===== src/rtl/bdnf_lane.sv =====
// One comparison lane: flags a byte of the query that differs from the stored byte.
module bdnf_lane (
    input  logic [7:0] i_query_byte,
    input  logic [7:0] i_entry_byte,
    output logic       o_differs
);

    assign o_differs = (i_query_byte != i_entry_byte);

endmodule


===== config.mk =====
export PLATFORM = sky130hd
export DESIGN_NAME = bdnf_lane
export DESIGN_NICKNAME = d
export VERILOG_FILES = /design/src/rtl/bdnf_lane.sv
export SDC_FILE = /design/constraint.sdc
export NUM_CORES = 1
export LEC_CHECK = 0
export ABC_AREA = 1
export BUFFER_PORTS_ARGS = -buffer_cell sky130_fd_sc_hd__buf_4
export CORE_AREA = 2 2 39 41
export DETAILED_ROUTE_END_ITERATION = 16
export DIE_AREA = 0 0 41 43
export PLACE_DENSITY = 0.43
export SYNTH_ARGS = -nofsm -noshare
export SYNTH_HDL_FRONTEND = slang
export SYNTH_SLANG_ARGS = --single-unit

===== constraint.sdc =====
create_clock -name vclk -period 0.8
set_clock_uncertainty 0.05 [all_clocks]
set_input_delay 0.04 -clock vclk [all_inputs]
set_output_delay 0.04 -clock vclk [all_outputs]
set_load 0.01 [all_outputs]

==> summary.md <==
| Metric | Value |
|---|---|
| Storage element area | `0 um2` |
| Share of cells above drive strength 1 | `0.455` |
| Hold buffer count at CTS | `0` |
| DP HPWL | `291 um` |
| Final Hold Fails | `0` |
| Gate Count Post-Synth | `27` |
| Initial core utilization | `0.0913` |
| Count leader, synth | `nand2_1` |
| Drc violations | `0` |
| Hold WC Path Type | `in2out` |
| Min Tclk post-route | `about 0.73 ns` |
| Area of placed instances | `roughly 270 um2` |
| Antenna Nets Post-Route | `0` |
| Total Routed Length | `about 340 um` |
| CP Launch Type | `primary input` |
| Pre-CTS WS | `roughly 0.036 ns` |
| Detailed Route Iter0 Violations | `0` |
| Final Power | `approximately 0.00014 W` |
| Final period utilization | `0.914` |
| Die extent in x | `between 40 and 50 um` |
| Setup Viol. Count Final | `0` |
| Top Ports | `17` |
| Worst setup EP type | `primary output` |
| Count of pins over their slew limit | `0` |
| Largest net degree at the start of global routing | `3` |
| Via Count | `186` |
| Synth Warn # | `0` |
| Peak Freq | `1370 MHz` |
| Clock buf count | `0` |
| DR pass1 iterations | `1` |
| Yosys top cell by area | `nand2_1` |
| Syn Std Cell Area | `126 um2` |
| Grt ovf | `0` |
| DR WL/cell | `5.70 um` |
| Layout net count | `between 60 and 70` |
| First-pass GRT wire length | `between 500 and 600 um` |
| Mapped Avg Cell Area | `between 4 and 5 um2` |
| Std cell rows | `14` |
| Vias in the first global route | `about 170` |
| Max cap viols | `0` |
| P_leak | `about 0.18 nW` |
| Die extent in y | `approximately 43 um` |
| Setup WS post-layout | `just under 0.07 ns` |
| Crit path DAT | `0.64 ns` |
| Worst hold endpoint | `o_differs` |
| Worst-Margin Slew | `0.117 ns` |
| Final Cell Area | `approximately 310 um2` |
| Peak supply drop | `between 0.1 and 0.15 mV` |
| PortBufs | `17` |
| WHS | `~0.40 ns` |
| Placer Congestion | `between 0.5 and 0.6` |
| Synth top area cells | `nand2_1 (42%), xnor2_1 (35%), inv_1 (18%)` |
| Die footprint | `around 1800 um2` |
| Unrepaired setup endpoints after global routing | `true` |
| DR vias/cell | `slightly above 3` |
| N_diodes | `0` |
| Seq_cells | `0` |
| Tot GR Track Use | `0.0420` |
| Yosys cell types | `4` |
| CORE AREA | `about 1400 um2` |
| WHS Path Cells | `6` |
| Critical Path RT | `0.71 ns` |
| Hold path start | `i_query_byte[6]` |
| Critical path class | `in2out` |
| Crit-path max FO | `1` |
| Synthesis-to-finish area growth | `147%` |
| Top cells by count, synth | `nand2_1 (14), inv_1 (6), xnor2_1 (5)` |
| Post-synth top area share | `0.416` |
| Util after Layout | `0.225` |
| Cell Pwr Density | `~440 nW/um2` |
| Seq/Total Area, Yosys | `0` |
| Status | `finished clean` |
| Net Count, Synth | `43` |
| Max_slew headroom | `0.922` |
| Initial antenna violation count | `0` |
-- per-layer routing --
metal	part of all wire	wire length [um]	vias up	track usage
li1	-	-	109	-
met1	0.42	143	71	0.0665
met2	0.52	178	6	0.0656
met3	0.058	20	0	0
met4	0	0	0	0
met5	0	0	-	0
-- layout by cell type (no fill, tap or decap) --
master   Yosys  final
nor2_1       2      2
xnor2_2      0      3
xnor2_1      5      2
buf_6        0      4
nand2_1     14     14
inv_1        6      6
buf_4        0     13
-- final cells by class --
class	instances	area, um2
inverter	6	22.5
multi-input combinational	21	126
timing repair buffer	17	143
tap	16	20.0
fill	159	1070
-- timing repair --
item / CTS / global route
setup buffers: 0 / 0
resized for setup: 0 / 7
setup endpoints to repair: 0 / 1
-- how the worst max path moves through the flow --
stage,start,end,slack (ns),cells after the start
2_1_floorplan,i_entry_byte[0],o_differs,0.31,4
3_3_place_gp,i_entry_byte[0],o_differs,0.04,6
3_5_place_dp,i_entry_byte[0],o_differs,0.04,6
4_1_cts,i_entry_byte[0],o_differs,0.03,6
5_1_grt,i_query_byte[3],o_differs,-0.007,6
6_report,i_entry_byte[0],o_differs,0.07,6
-- cell families (layout without fill, tap and decap cells) --
family | after synthesis | after routing | share of synthesized area
AND/OR/NAND/NOR | 16 | 16 | 0.475
buffers and inverters | 6 | 23 | 0.178
XOR/XNOR | 5 | 5 | 0.347
-- worst max-delay path, cell delays in order --
cell     delay (ns)
buf_4          0.12
xnor2_2        0.14
nand2_1        0.07
nor2_1         0.09
nand2_1        0.07
buf_6          0.12
-- per-stage QoR --
step | setup TNS, ns | std cells
final | 0 | 60
after global placement | 0 | 60
after floorplan | 0 | 27
after global routing | -0.00652 | 60
after detailed placement | 0 | 60
after CTS | 0 | 60
-- report_power, final --
group	switching, W	internal [W]
combinational	0.0000452	0.0000924
sequential	0	0
clock	0	0
Power figures use the tool's default switching activity.
