[src/rtl/bdnf_pkg.sv]
// Shared constants, types and byte helper for the byte-distance novelty filter.
package bdnf_pkg;

    localparam int MAX_ENTRIES  = 64;
    localparam int GENOME_BYTES = 16;
    localparam int HALF_W       = 64;
    localparam int GENOME_W     = 2 * HALF_W;
    localparam int IDX_W        = (MAX_ENTRIES > 1) ? $clog2(MAX_ENTRIES) : 1;
    localparam int CNT_W        = $clog2(MAX_ENTRIES + 1);
    localparam int TOTAL_W      = 7;
    localparam int DIST_W       = 5;

    localparam logic [DIST_W-1:0] MIN_DIST_RESET = DIST_W'(4);

    // Result of the merging stage for one stored entry.
    typedef struct packed {
        logic valid;
        logic near;
    } t_near;

    // Byte k of a genome held as {high half, low half}.
    function automatic logic [7:0] genome_byte(input logic [GENOME_W-1:0] g, input int k);
        genome_byte = g[k*8 +: 8];
    endfunction

endpackage

[src/rtl/bdnf_merge.sv]
// Merging stage: counts differing bytes over all lanes and flags entries that are too close.
module bdnf_merge (
    input  logic                              i_clk,
    input  logic                              i_rst_n,
    input  logic [bdnf_pkg::GENOME_BYTES-1:0] i_diff,
    input  logic                              i_valid,
    input  logic [bdnf_pkg::DIST_W-1:0]       i_min_distance,
    output bdnf_pkg::t_near                   o_res
);

    logic [bdnf_pkg::DIST_W-1:0] diff_count;
    logic                        r_valid;
    logic                        r_near;

    assign diff_count = bdnf_pkg::DIST_W'($countones(i_diff));

    always_ff @(posedge i_clk) begin
        if (!i_rst_n) begin
            r_valid <= 1'b0;
        end else begin
            r_valid <= i_valid;
        end
        r_near <= (diff_count < i_min_distance);
    end

    assign o_res.valid = r_valid;
    assign o_res.near  = r_near;

endmodule

[config.mk]
export PLATFORM = sky130hd
export DESIGN_NAME = bdnf_merge
export DESIGN_NICKNAME = d
export VERILOG_FILES = /design/src/rtl/bdnf_pkg.sv /design/src/rtl/bdnf_merge.sv
export SDC_FILE = /design/constraint.sdc
export NUM_CORES = 1
export LEC_CHECK = 0
export BUFFER_PORTS_ARGS = -buffer_cell sky130_fd_sc_hd__buf_2
export CAP_MARGIN = 20
export CORE_AREA = 5 5 42 44
export CTS_BUF_LIST = sky130_fd_sc_hd__clkbuf_2
export DETAILED_ROUTE_END_ITERATION = 16
export DIE_AREA = 0 0 47 49
export PLACE_DENSITY = 0.77
export SLEW_MARGIN = 20
export SYNTH_ARGS = -nofsm -noshare
export SYNTH_HDL_FRONTEND = slang
export SYNTH_SLANG_ARGS = --single-unit
[constraint.sdc]
create_clock -name i_clk -period 10.1 [get_ports i_clk]
set_clock_uncertainty 0.05 [all_clocks]
set_input_delay 1.01 -clock i_clk [delete_from_list [all_inputs] [get_ports i_clk]]
set_output_delay 1.01 -clock i_clk [all_outputs]
set_load 0.02 [all_outputs]
==> flow_summary.ini, run 1 <==
[grt]
grtUsageMet3_pct = 1.107
grtUsageTotal_pct = 9.311
grt_pass1_wl_mm = 1.607
grt_pass1_vias = 447
antenna_found_initial = 0
grt-busiest-layer = met2
overflow = 0
grt_max_degree = 4
grt_use_met2_pct = 17.87
use_met1_pct = 9.729

[logic_synthesis]
yosys.cell_count.top_type = inv_1
synth_edf_count = 0
syn-num-nets = 108
synthFlopType = dfxtp_1
ys_warn_count = 0
avgSynthCellArea_um2 = 8.701
yosysSeqAreaShare_pct = 7.080
netlist_area_um2 = 565.5
synth_cells = 65
synth_area_leaders = fa_1, ha_1, inv_1
synthArstFlopShare_pct = 0
yosysTopAreaCellShare_pct = 35.40
ys_types = 16
ys_seq_elements = 2
synthTopCellsByCount = inv_1, fa_1, ha_1
synth_top_area_cell = fa_1

[clocking]
cts-hold-fix-buffers = 0
path_clk_slew_ns = 0.03
clk_path_buf_depth = 2
cts_tree = yes
clock-root-buffer = clkbuf_2
cts_setup_buffers = 0
clock_sinks = 2
cts_made_buffers = 3
cts_resized = 0
h-tree-depth = 1

[setup_path]
startpoint_type = primary input
crit_type = in -> reg
crit_start = i_diff[5]
crit_path_end = r_near
required_ns = 10.12
endpoint_kind = flop
cp.arrival_ns = 4.63
path_max_fanout = 2

[timing]
setup_viol = 0
period_needed_ns = 4.611
slew_headroom_pct = 89.07
tns_ns = 0
worstMarginPinSlew_ns = 0.1640
post-route-period-util_pct = 45.66
rsz0062_at_grt = false
fmax_mhz = 216.9
maxSlewViolCount = 0
finalWorstSetupSlack_ns = 5.489
hold_viol = 0

[hold_path]
holdCritStartpoint = i_valid
hold_class = in -> reg

[job]
maxCapViolCount = 0

[final_layout]
nNetsFinal = 136
design_area_um2 = 710.7
n_fill_cell = 149
final_cells = 107
antennaDiodeCount = 0
area_growth_syn_to_layout_pct = 25.66
layout-drive-gt1-share_pct = 32.97

[power]
p_per_area_nw_per_um2 = 193.8
irDropWorstVdd_mv = 0.07905
finalPower_mw = 0.1377
leakage_nw = 0.4624

[floorplanning]
die_w_um = 47
core_um2 = 1401
die_area_um2 = 2303
rows = 14
initial_core_util_pct = 40.36
num_io_pins = 26
die_h_um = 49

[placement]
dpl.cell_count = 104
placed_area_um2 = 695.7
gp_congestion = 0.6771
dp_hpwl_um = 896.4
pre_cts_slack_ns = 5.267
io_buffers = 25

[detailed_routing]
wl_per_cell_um = 9.056
drt-pass1-iter-count = 4
drc_errors = 0
antenna_left = 0
routed_wl_um = 969
drt-initial-drc-count = 5
vias = 459
viasPerCell = 4.290

[outcome]
status = finished, final reports clean
## critical path: stages
cell      delay (ns)
buf_2           0.08
inv_1           0.04
fa_1            0.56
fa_1            0.46
fa_1            0.49
fa_1            0.49
inv_1           0.04
ha_1            0.20
fa_1            0.40
a21oi_1         0.17
nor2b_1         0.06
ha_1            0.31
nand4_1         0.10
a21oi_1         0.16
a211oi_2        0.06
## state kept, by name, indices dropped and copies added, names as in the netlist
| signal | cells |
|---|---|
| r_valid | 1 |
| r_near | 1 |
## placed cells by master, fill, tap and decap left out
cell and n:
dfxtp_1 2, and2_1 1, a211oi_2 1, a21oi_2 1, xnor2_1 1, nand3_1 1
a21o_1 1, fa_1 10, xor2_1 1, ha_1 9, a21oi_1 3, nand4_1 1
nor2b_1 1, buf_2 25, nand2_1 1, clkbuf_2 3, inv_1 29
## how the worst min path moves through the flow
| stage | depth (start not counted) | end | slack [ns] |
|---|---|---|---|
| 3_5_place_dp | 2 | r_valid | 1.16 |
| 5_1_grt | 2 | r_valid | 0.97 |
| 6_report | 2 | r_valid | 0.98 |
| 3_3_place_gp | 2 | r_valid | 1.16 |
| 4_1_cts | 2 | r_valid | 0.98 |
| 2_1_floorplan | 1 | r_valid | 1.08 |
## through the flow
step	utilization (%)	hold slack, ns
2_1_floorplan	-	1.082
3_3_place_gp	49.64	1.161
3_5_place_dp	49.64	1.163
4_1_cts	50.71	0.9760
5_1_grt	50.71	0.9665
6_report	50.71	0.9784
## report_power, final
part           total, mW  internal, mW  switching [mW]
combinational      0.115        0.0544          0.0609
clock             0.0122       0.00789         0.00427
sequential        0.0103        0.0100        0.000279
total              0.138        0.0723          0.0654
## cell type report
| cell class | count | area (um2) | area share (%) |
|---|---|---|---|
| Multi-Input combinational cell | 32 | 401.6 | 56.51 |
| Tap cell | 16 | 20.02 | 2.817 |
| Clock buffer | 3 | 15.01 | 2.113 |
| Sequential cell | 2 | 40.04 | 5.634 |
| Inverter | 29 | 108.9 | 15.32 |
| Timing Repair Buffer | 25 | 125.1 | 17.61 |
## cells by family after synthesis
group,share of synthesized area [%]
buffers and inverters,21.90
adder cells (fa/ha/maj),55.31
AO/OA/AOI/OAI,7.743
AND/OR/NAND/NOR,4.868
XOR/XNOR,3.098
flip-flops,7.080
## per-layer routing
| metal | vias to the layer above | wire length [um] | part of all wire, % |
|---|---|---|---|
| met2 | 15 | 588 | 61 |
| met1 | 209 | 310 | 32 |
| li1 | 235 | - | - |
| met3 | 0 | 71 | 7.3 |
| met5 | - | 0 | 0 |
| met4 | 0 | 0 | 0 |
Power figures use the tool's default switching activity.
==> run 2: changes to the inputs <==
--- a/config.mk
+++ b/config.mk
@@ -7,11 +7,11 @@
 export LEC_CHECK = 0
 export BUFFER_PORTS_ARGS = -buffer_cell sky130_fd_sc_hd__buf_2
 export CAP_MARGIN = 20
-export CORE_AREA = 5 5 42 44
+export CORE_MARGIN = 5
+export CORE_UTILIZATION = 43
 export CTS_BUF_LIST = sky130_fd_sc_hd__clkbuf_2
 export DETAILED_ROUTE_END_ITERATION = 16
-export DIE_AREA = 0 0 47 49
-export PLACE_DENSITY = 0.77
+export PLACE_DENSITY = 0.8
 export SLEW_MARGIN = 20
 export SYNTH_ARGS = -nofsm -noshare
 export SYNTH_HDL_FRONTEND = slang
==> constraint.sdc (replaced) <==
create_clock -name i_clk -period 3.9 [get_ports i_clk]
set_clock_uncertainty 0.05 [all_clocks]
set_input_delay 0.39 -clock i_clk [delete_from_list [all_inputs] [get_ports i_clk]]
set_output_delay 0.39 -clock i_clk [all_outputs]
set_load 0.02 [all_outputs]
==> run 2 against run 1 <==
Via count increased by 6.5%. Sequential share of layout area decreased by 0.39 points. Sequential cell count unchanged. Total power increased to 3.1 times the previous value. Largest cell class unchanged. Sequential power increased to 2.6 times the previous value. Routed wire length increased by 18%. Core utilization increased by 9.4 points. Global-route usage increased by 2.0 points.
==> flow_summary.ini, run 2 (same netlist as run 1, synthesis figures left out) <==
[setup_path]
cp.arrival_ns = 3.91
required_ns = 3.96
startpoint_type = primary input
max_stage_delay_ns = 0.57
crit_type = in -> reg
path_max_fanout = 3
crit_start = i_diff[3]
crit_chain = buf_2 > inv_1 > fa_1 > fa_2 > fa_2 > fa_1 > inv_1 > ha_1 > a21o_1 > a21oi_2 > xnor2_1 > ha_1 > a21oi_2 > nand2_1 > a211oi_2
crit_slowest_cell = fa_1
endpoint_kind = flop

[timing]
holdWs_ns = 0.3642
slew_headroom_pct = 89.22
post-route-period-util_pct = 98.70
maxSlewViolCount = 0
worstMarginPinSlew_ns = 0.1618
period_needed_ns = 3.849
hold_viol = 0
fmax_mhz = 259.8
rsz0062_at_grt = true
setup_viol = 0

[placement]
io_buffers = 25
gp_congestion = 0.6659
dp_hpwl_um = 971.3

[power]
internal_power_mw = 0.2287
p_clk_share_pct = 7.3
power_frac_seq_pct = 6.2
comb_power_share_pct = 86.5
p_per_area_nw_per_um2 = 567.1
irDropWorstVdd_mv = 0.3053
leakage_nw = 0.4746
switching_share_pct = 47.16
p_switching_mw = 0.2041

[final_layout]
final_common_cell = inv_1
antennaDiodeCount = 0
area_growth_syn_to_layout_pct = 34.96
layout-drive-gt1-share_pct = 42.55
finalCoreUtilization_pct = 60.16
n_fill_cell = 116
largestRegisters = r_near x1, r_valid x1
nNetsFinal = 139
layout_common_cells = inv_1, buf_2, ha_1

[grt]
overflow = 0
grtUsageTotal_pct = 11.35
antenna_found_initial = 0
grt_pass1_vias = 491
grt_max_degree = 4
grt_pass1_wl_mm = 1.745

[detailed_routing]
drt-initial-drc-count = 5
routed_wl_mm = 1.148
antenna_left = 0
viasPerCell = 4.486
vias = 489
drc_errors = 0
drt-pass1-iter-count = 4
wl_per_cell_um = 10.53

[floorplanning]
die_area_um2 = 2140
die_w_um = 46.27
initial_core_util_pct = 44.58
die_h_um = 46.27
rows = 13
num_io_pins = 26
core_um2 = 1269

[clocking]
h-tree-depth = 1
cts_made_buffers = 3
clk_path_buf_depth = 2
cts-hold-fix-buffers = 0
cts_tree = yes
clock_sinks = 2
clock-root-buffer = clkbuf_2
path_clk_slew_ns = 0.03

[job]
maxCapViolCount = 0

[hold_path]
hold_class = in -> reg
holdCritStartpoint = i_valid

[outcome]
status = finished, final reports clean
==> run 2: timing repair <==
| item | in CTS | in global routing |
|---|---|---|
| endpoints found under the setup margin | 1 | 1 |
| buffers inserted | 0 | 0 |
| resized for setup | 3 | 4 |
| pin swaps | 2 | 11 |
==> run 2: final cells by class <==
cell class | instances | area, um2 | share of cell area, %
Tap cell | 15 | 18.77 | 2.459
Sequential cell | 2 | 40.04 | 5.246
Inverter | 29 | 108.9 | 14.26
Timing Repair Buffer | 28 | 147.6 | 19.34
Clock buffer | 3 | 15.01 | 1.967
Multi-Input combinational cell | 32 | 432.9 | 56.72
==> run 2: path summary, 6_finish.rpt <==
kind / end / cells past startpoint
min: r_valid / 2
max: r_near / 15
==> run 2: power by group through the flow <==
stage	clock (mW)	sequential [mW]	combinational [mW]
2_1_floorplan	0	0.0270	0.245
3_3_place_gp	0	0.0270	0.312
3_5_place_dp	0	0.0273	0.331
4_1_cts	0.0331	0.0272	0.341
5_1_grt	0.0362	0.0277	0.429
6_report	0.0317	0.0269	0.374
==> run 2: worst max-delay path: cells and delay by family <==
kind                       cells  cell delay (ns)
AOI/OAI and AO/OA              4             0.60
xor gates and xnor gates       1             0.09
adders and majority gates      6             2.57
buffers and inverters          3             0.17
and+or+nand+nor                1             0.08
==> run 2: metal layers <==
metal	part of all wire (%)	global-route usage [%]	vias to the layer above	routed length, um
li1	-	-	241	-
met4	0	5.114	0	0
met5	0	0	-	0
met2	61	20.60	15	698
met3	4.9	3.516	0	56
met1	34	11.67	233	393
==> run 2: metrics by stage <==
step | area [um2] | setup WS, ns | instances | power [mW] | setup TNS, ns
after floorplan | 568.0 | 0.01100 | 65 | 0.2718 | 0
after global placement | 719.4 | -0.1596 | 106 | 0.3392 | -0.1596
after detailed placement | 719.4 | -0.2076 | 106 | 0.3583 | -0.2076
after CTS | 743.2 | 0.006937 | 109 | 0.4016 | 0
after global routing | 763.2 | -0.1195 | 109 | 0.4930 | -0.1195
final | 763.2 | 0.05070 | 109 | 0.4328 | 0
==> run 3: changes to the inputs <==
--- a/config.mk
+++ b/config.mk
@@ -7,11 +7,11 @@
 export LEC_CHECK = 0
 export BUFFER_PORTS_ARGS = -buffer_cell sky130_fd_sc_hd__buf_2
 export CAP_MARGIN = 20
-export CORE_MARGIN = 5
-export CORE_UTILIZATION = 43
+export CORE_AREA = 5 5 42 44
 export CTS_BUF_LIST = sky130_fd_sc_hd__clkbuf_2
 export DETAILED_ROUTE_END_ITERATION = 16
-export PLACE_DENSITY = 0.8
+export DIE_AREA = 0 0 47 49
+export PLACE_DENSITY = 0.77
 export SLEW_MARGIN = 20
 export SYNTH_ARGS = -nofsm -noshare
 export SYNTH_HDL_FRONTEND = slang
==> constraint.sdc (replaced) <==
create_clock -name i_clk -period 4.2 [get_ports i_clk]
set_clock_uncertainty 0.05 [all_clocks]
set_input_delay 0.42 -clock i_clk [delete_from_list [all_inputs] [get_ports i_clk]]
set_output_delay 0.42 -clock i_clk [all_outputs]
set_load 0.02 [all_outputs]
==> run 3 against run 2 <==
Global-route usage rose by 0.076 points. Final cell count decreased by 1.8%. Clock-buffer cell count did not move. Design area decreased by 5.7%. Critical path type unchanged. Total power fell by 21%.
==> flow_summary.ini, run 3 (same netlist as run 1, synthesis figures left out) <==
[outcome]
status = finished, final reports clean

[setup_path]
crit_top_cell = fa_1
crit_chain = buf_2 > inv_1 > fa_1 > fa_1 > fa_2 > fa_1 > inv_1 > ha_1 > fa_2 > a21oi_1 > nor2b_1 > ha_1 > nand4_1 > a21oi_2 > a211oi_2
max_stage_delay_ns = 0.58
required_ns = 4.23
crit_type = in -> reg
cp.arrival_ns = 4.01
worst-path-buf-inv = 3
path_max_fanout = 2
crit_family = adder cells
crit_slowest_cell = fa_1
startpoint_type = primary input
endpoint_kind = flop

[job]
maxCapViolCount = 0

[timing]
finalWorstSetupSlack_ns = 0.2201
rsz0062_at_grt = false
hold_viol = 0
setup_viol = 0
tns_ns = 0
fmax_mhz = 251.3
maxSlewViolCount = 0
slew_headroom_pct = 90.42
period_needed_ns = 3.980
post-route-period-util_pct = 94.76
worstMarginPinSlew_ns = 0.1435

[power]
irDropWorstVdd_mv = 0.2400
leakage_nw = 0.4601
p_per_area_nw_per_um2 = 476.7

[detailed_routing]
antenna_left = 0
wl_per_cell_um = 10.00
routed_wl_mm = 1.070
drt-pass1-iter-count = 1
drt-initial-drc-count = 0
vias = 461
drc_errors = 0
viasPerCell = 4.308

[final_layout]
area_growth_syn_to_layout_pct = 27.21
layout-drive-gt1-share_pct = 36.26
largestRegisters = r_near x1, r_valid x1
nNetsFinal = 136
antennaDiodeCount = 0
final_cells = 107
final_common_cell = inv_1
layout_common_cells = inv_1, buf_2, ha_1
design_area_um2 = 719.4
finalCoreUtilization_pct = 51.34

[floorplanning]
initial_core_util_pct = 40.36
core_um2 = 1401
die_w_um = 47
num_io_pins = 26
die_h_um = 49
rows = 14
die_area_um2 = 2303

[placement]
dpl.cell_count = 104
pre_cts_slack_ns = -0.04868
gp_congestion = 0.6742
placed_area_um2 = 695.7
dp_hpwl_mm = 1.022
io_buffers = 25

[hold_path]
whs_path_depth = 2
holdCritStartpoint = i_valid
hold_class = in -> reg
holdPathEnd = r_valid

[clocking]
cts-hold-fix-buffers = 0
clock-root-buffer = clkbuf_2
clock_sinks = 2
cts_resized = 0
path_clk_slew_ns = 0.03
cts_setup_buffers = 0
cts_tree = yes
h-tree-depth = 1
cts_made_buffers = 3
clk_path_buf_depth = 2

[grt]
grt_pass1_wl_mm = 1.842
antenna_found_initial = 0
grtUsageTotal_pct = 11.43
grt_pass1_vias = 476
grt_max_degree = 4
overflow = 0
[run 3: worst max-delay path by stage]
| stage | startpoint | endpoint | slack, ns | cells after the start |
|---|---|---|---|---|
| final | i_diff[9] | r_near | 0.22 | 15 |
| after global routing | i_diff[9] | r_near | 0.003 | 15 |
| after CTS | i_diff[5] | r_near | 0.16 | 15 |
| after detailed placement | i_diff[5] | r_near | -0.05 | 15 |
| after global placement | i_diff[0] | r_near | 0.07 | 15 |
| after floorplan | i_diff[0] | r_near | 0.24 | 14 |
[run 3: cell type report]
class                   instances  area (um2)
clock buffers                   3       15.01
fillers                       150       681.9
inverters                      29       108.9
multi-input cells              32       410.4
flip-flops and latches          2       40.04
well taps                      16       20.02
repair buffers                 25       125.1
[run 3: per-layer routing]
layer | up-vias | wire, um | global-route usage, %
met5 | - | 0 | 0
met4 | 0 | 41 | 10.60
met3 | 5 | 47 | 1.107
met2 | 12 | 658 | 19.91
met1 | 209 | 322 | 10.59
li1 | 235 | - | -
[run 3: through the flow]
step                      hold slack (ns)  total power, mW
final                              0.3851           0.3430
after global routing               0.3945           0.3968
after CTS                          0.3848           0.3414
after detailed placement           0.5970           0.3090
after global placement             0.5708           0.2887
after floorplan                    0.4917           0.2497
[run 3: power by group]
part / internal [mW] / switching (mW) / leakage, nW / total (mW)
Sequential: 0.0241 / 0.000750 / 0.0167 / 0.0248
Combinational: 0.136 / 0.151 / 0.431 / 0.288
Clock: 0.0189 / 0.0116 / 0.0125 / 0.0305
Total: 0.179 / 0.164 / 0.460 / 0.343
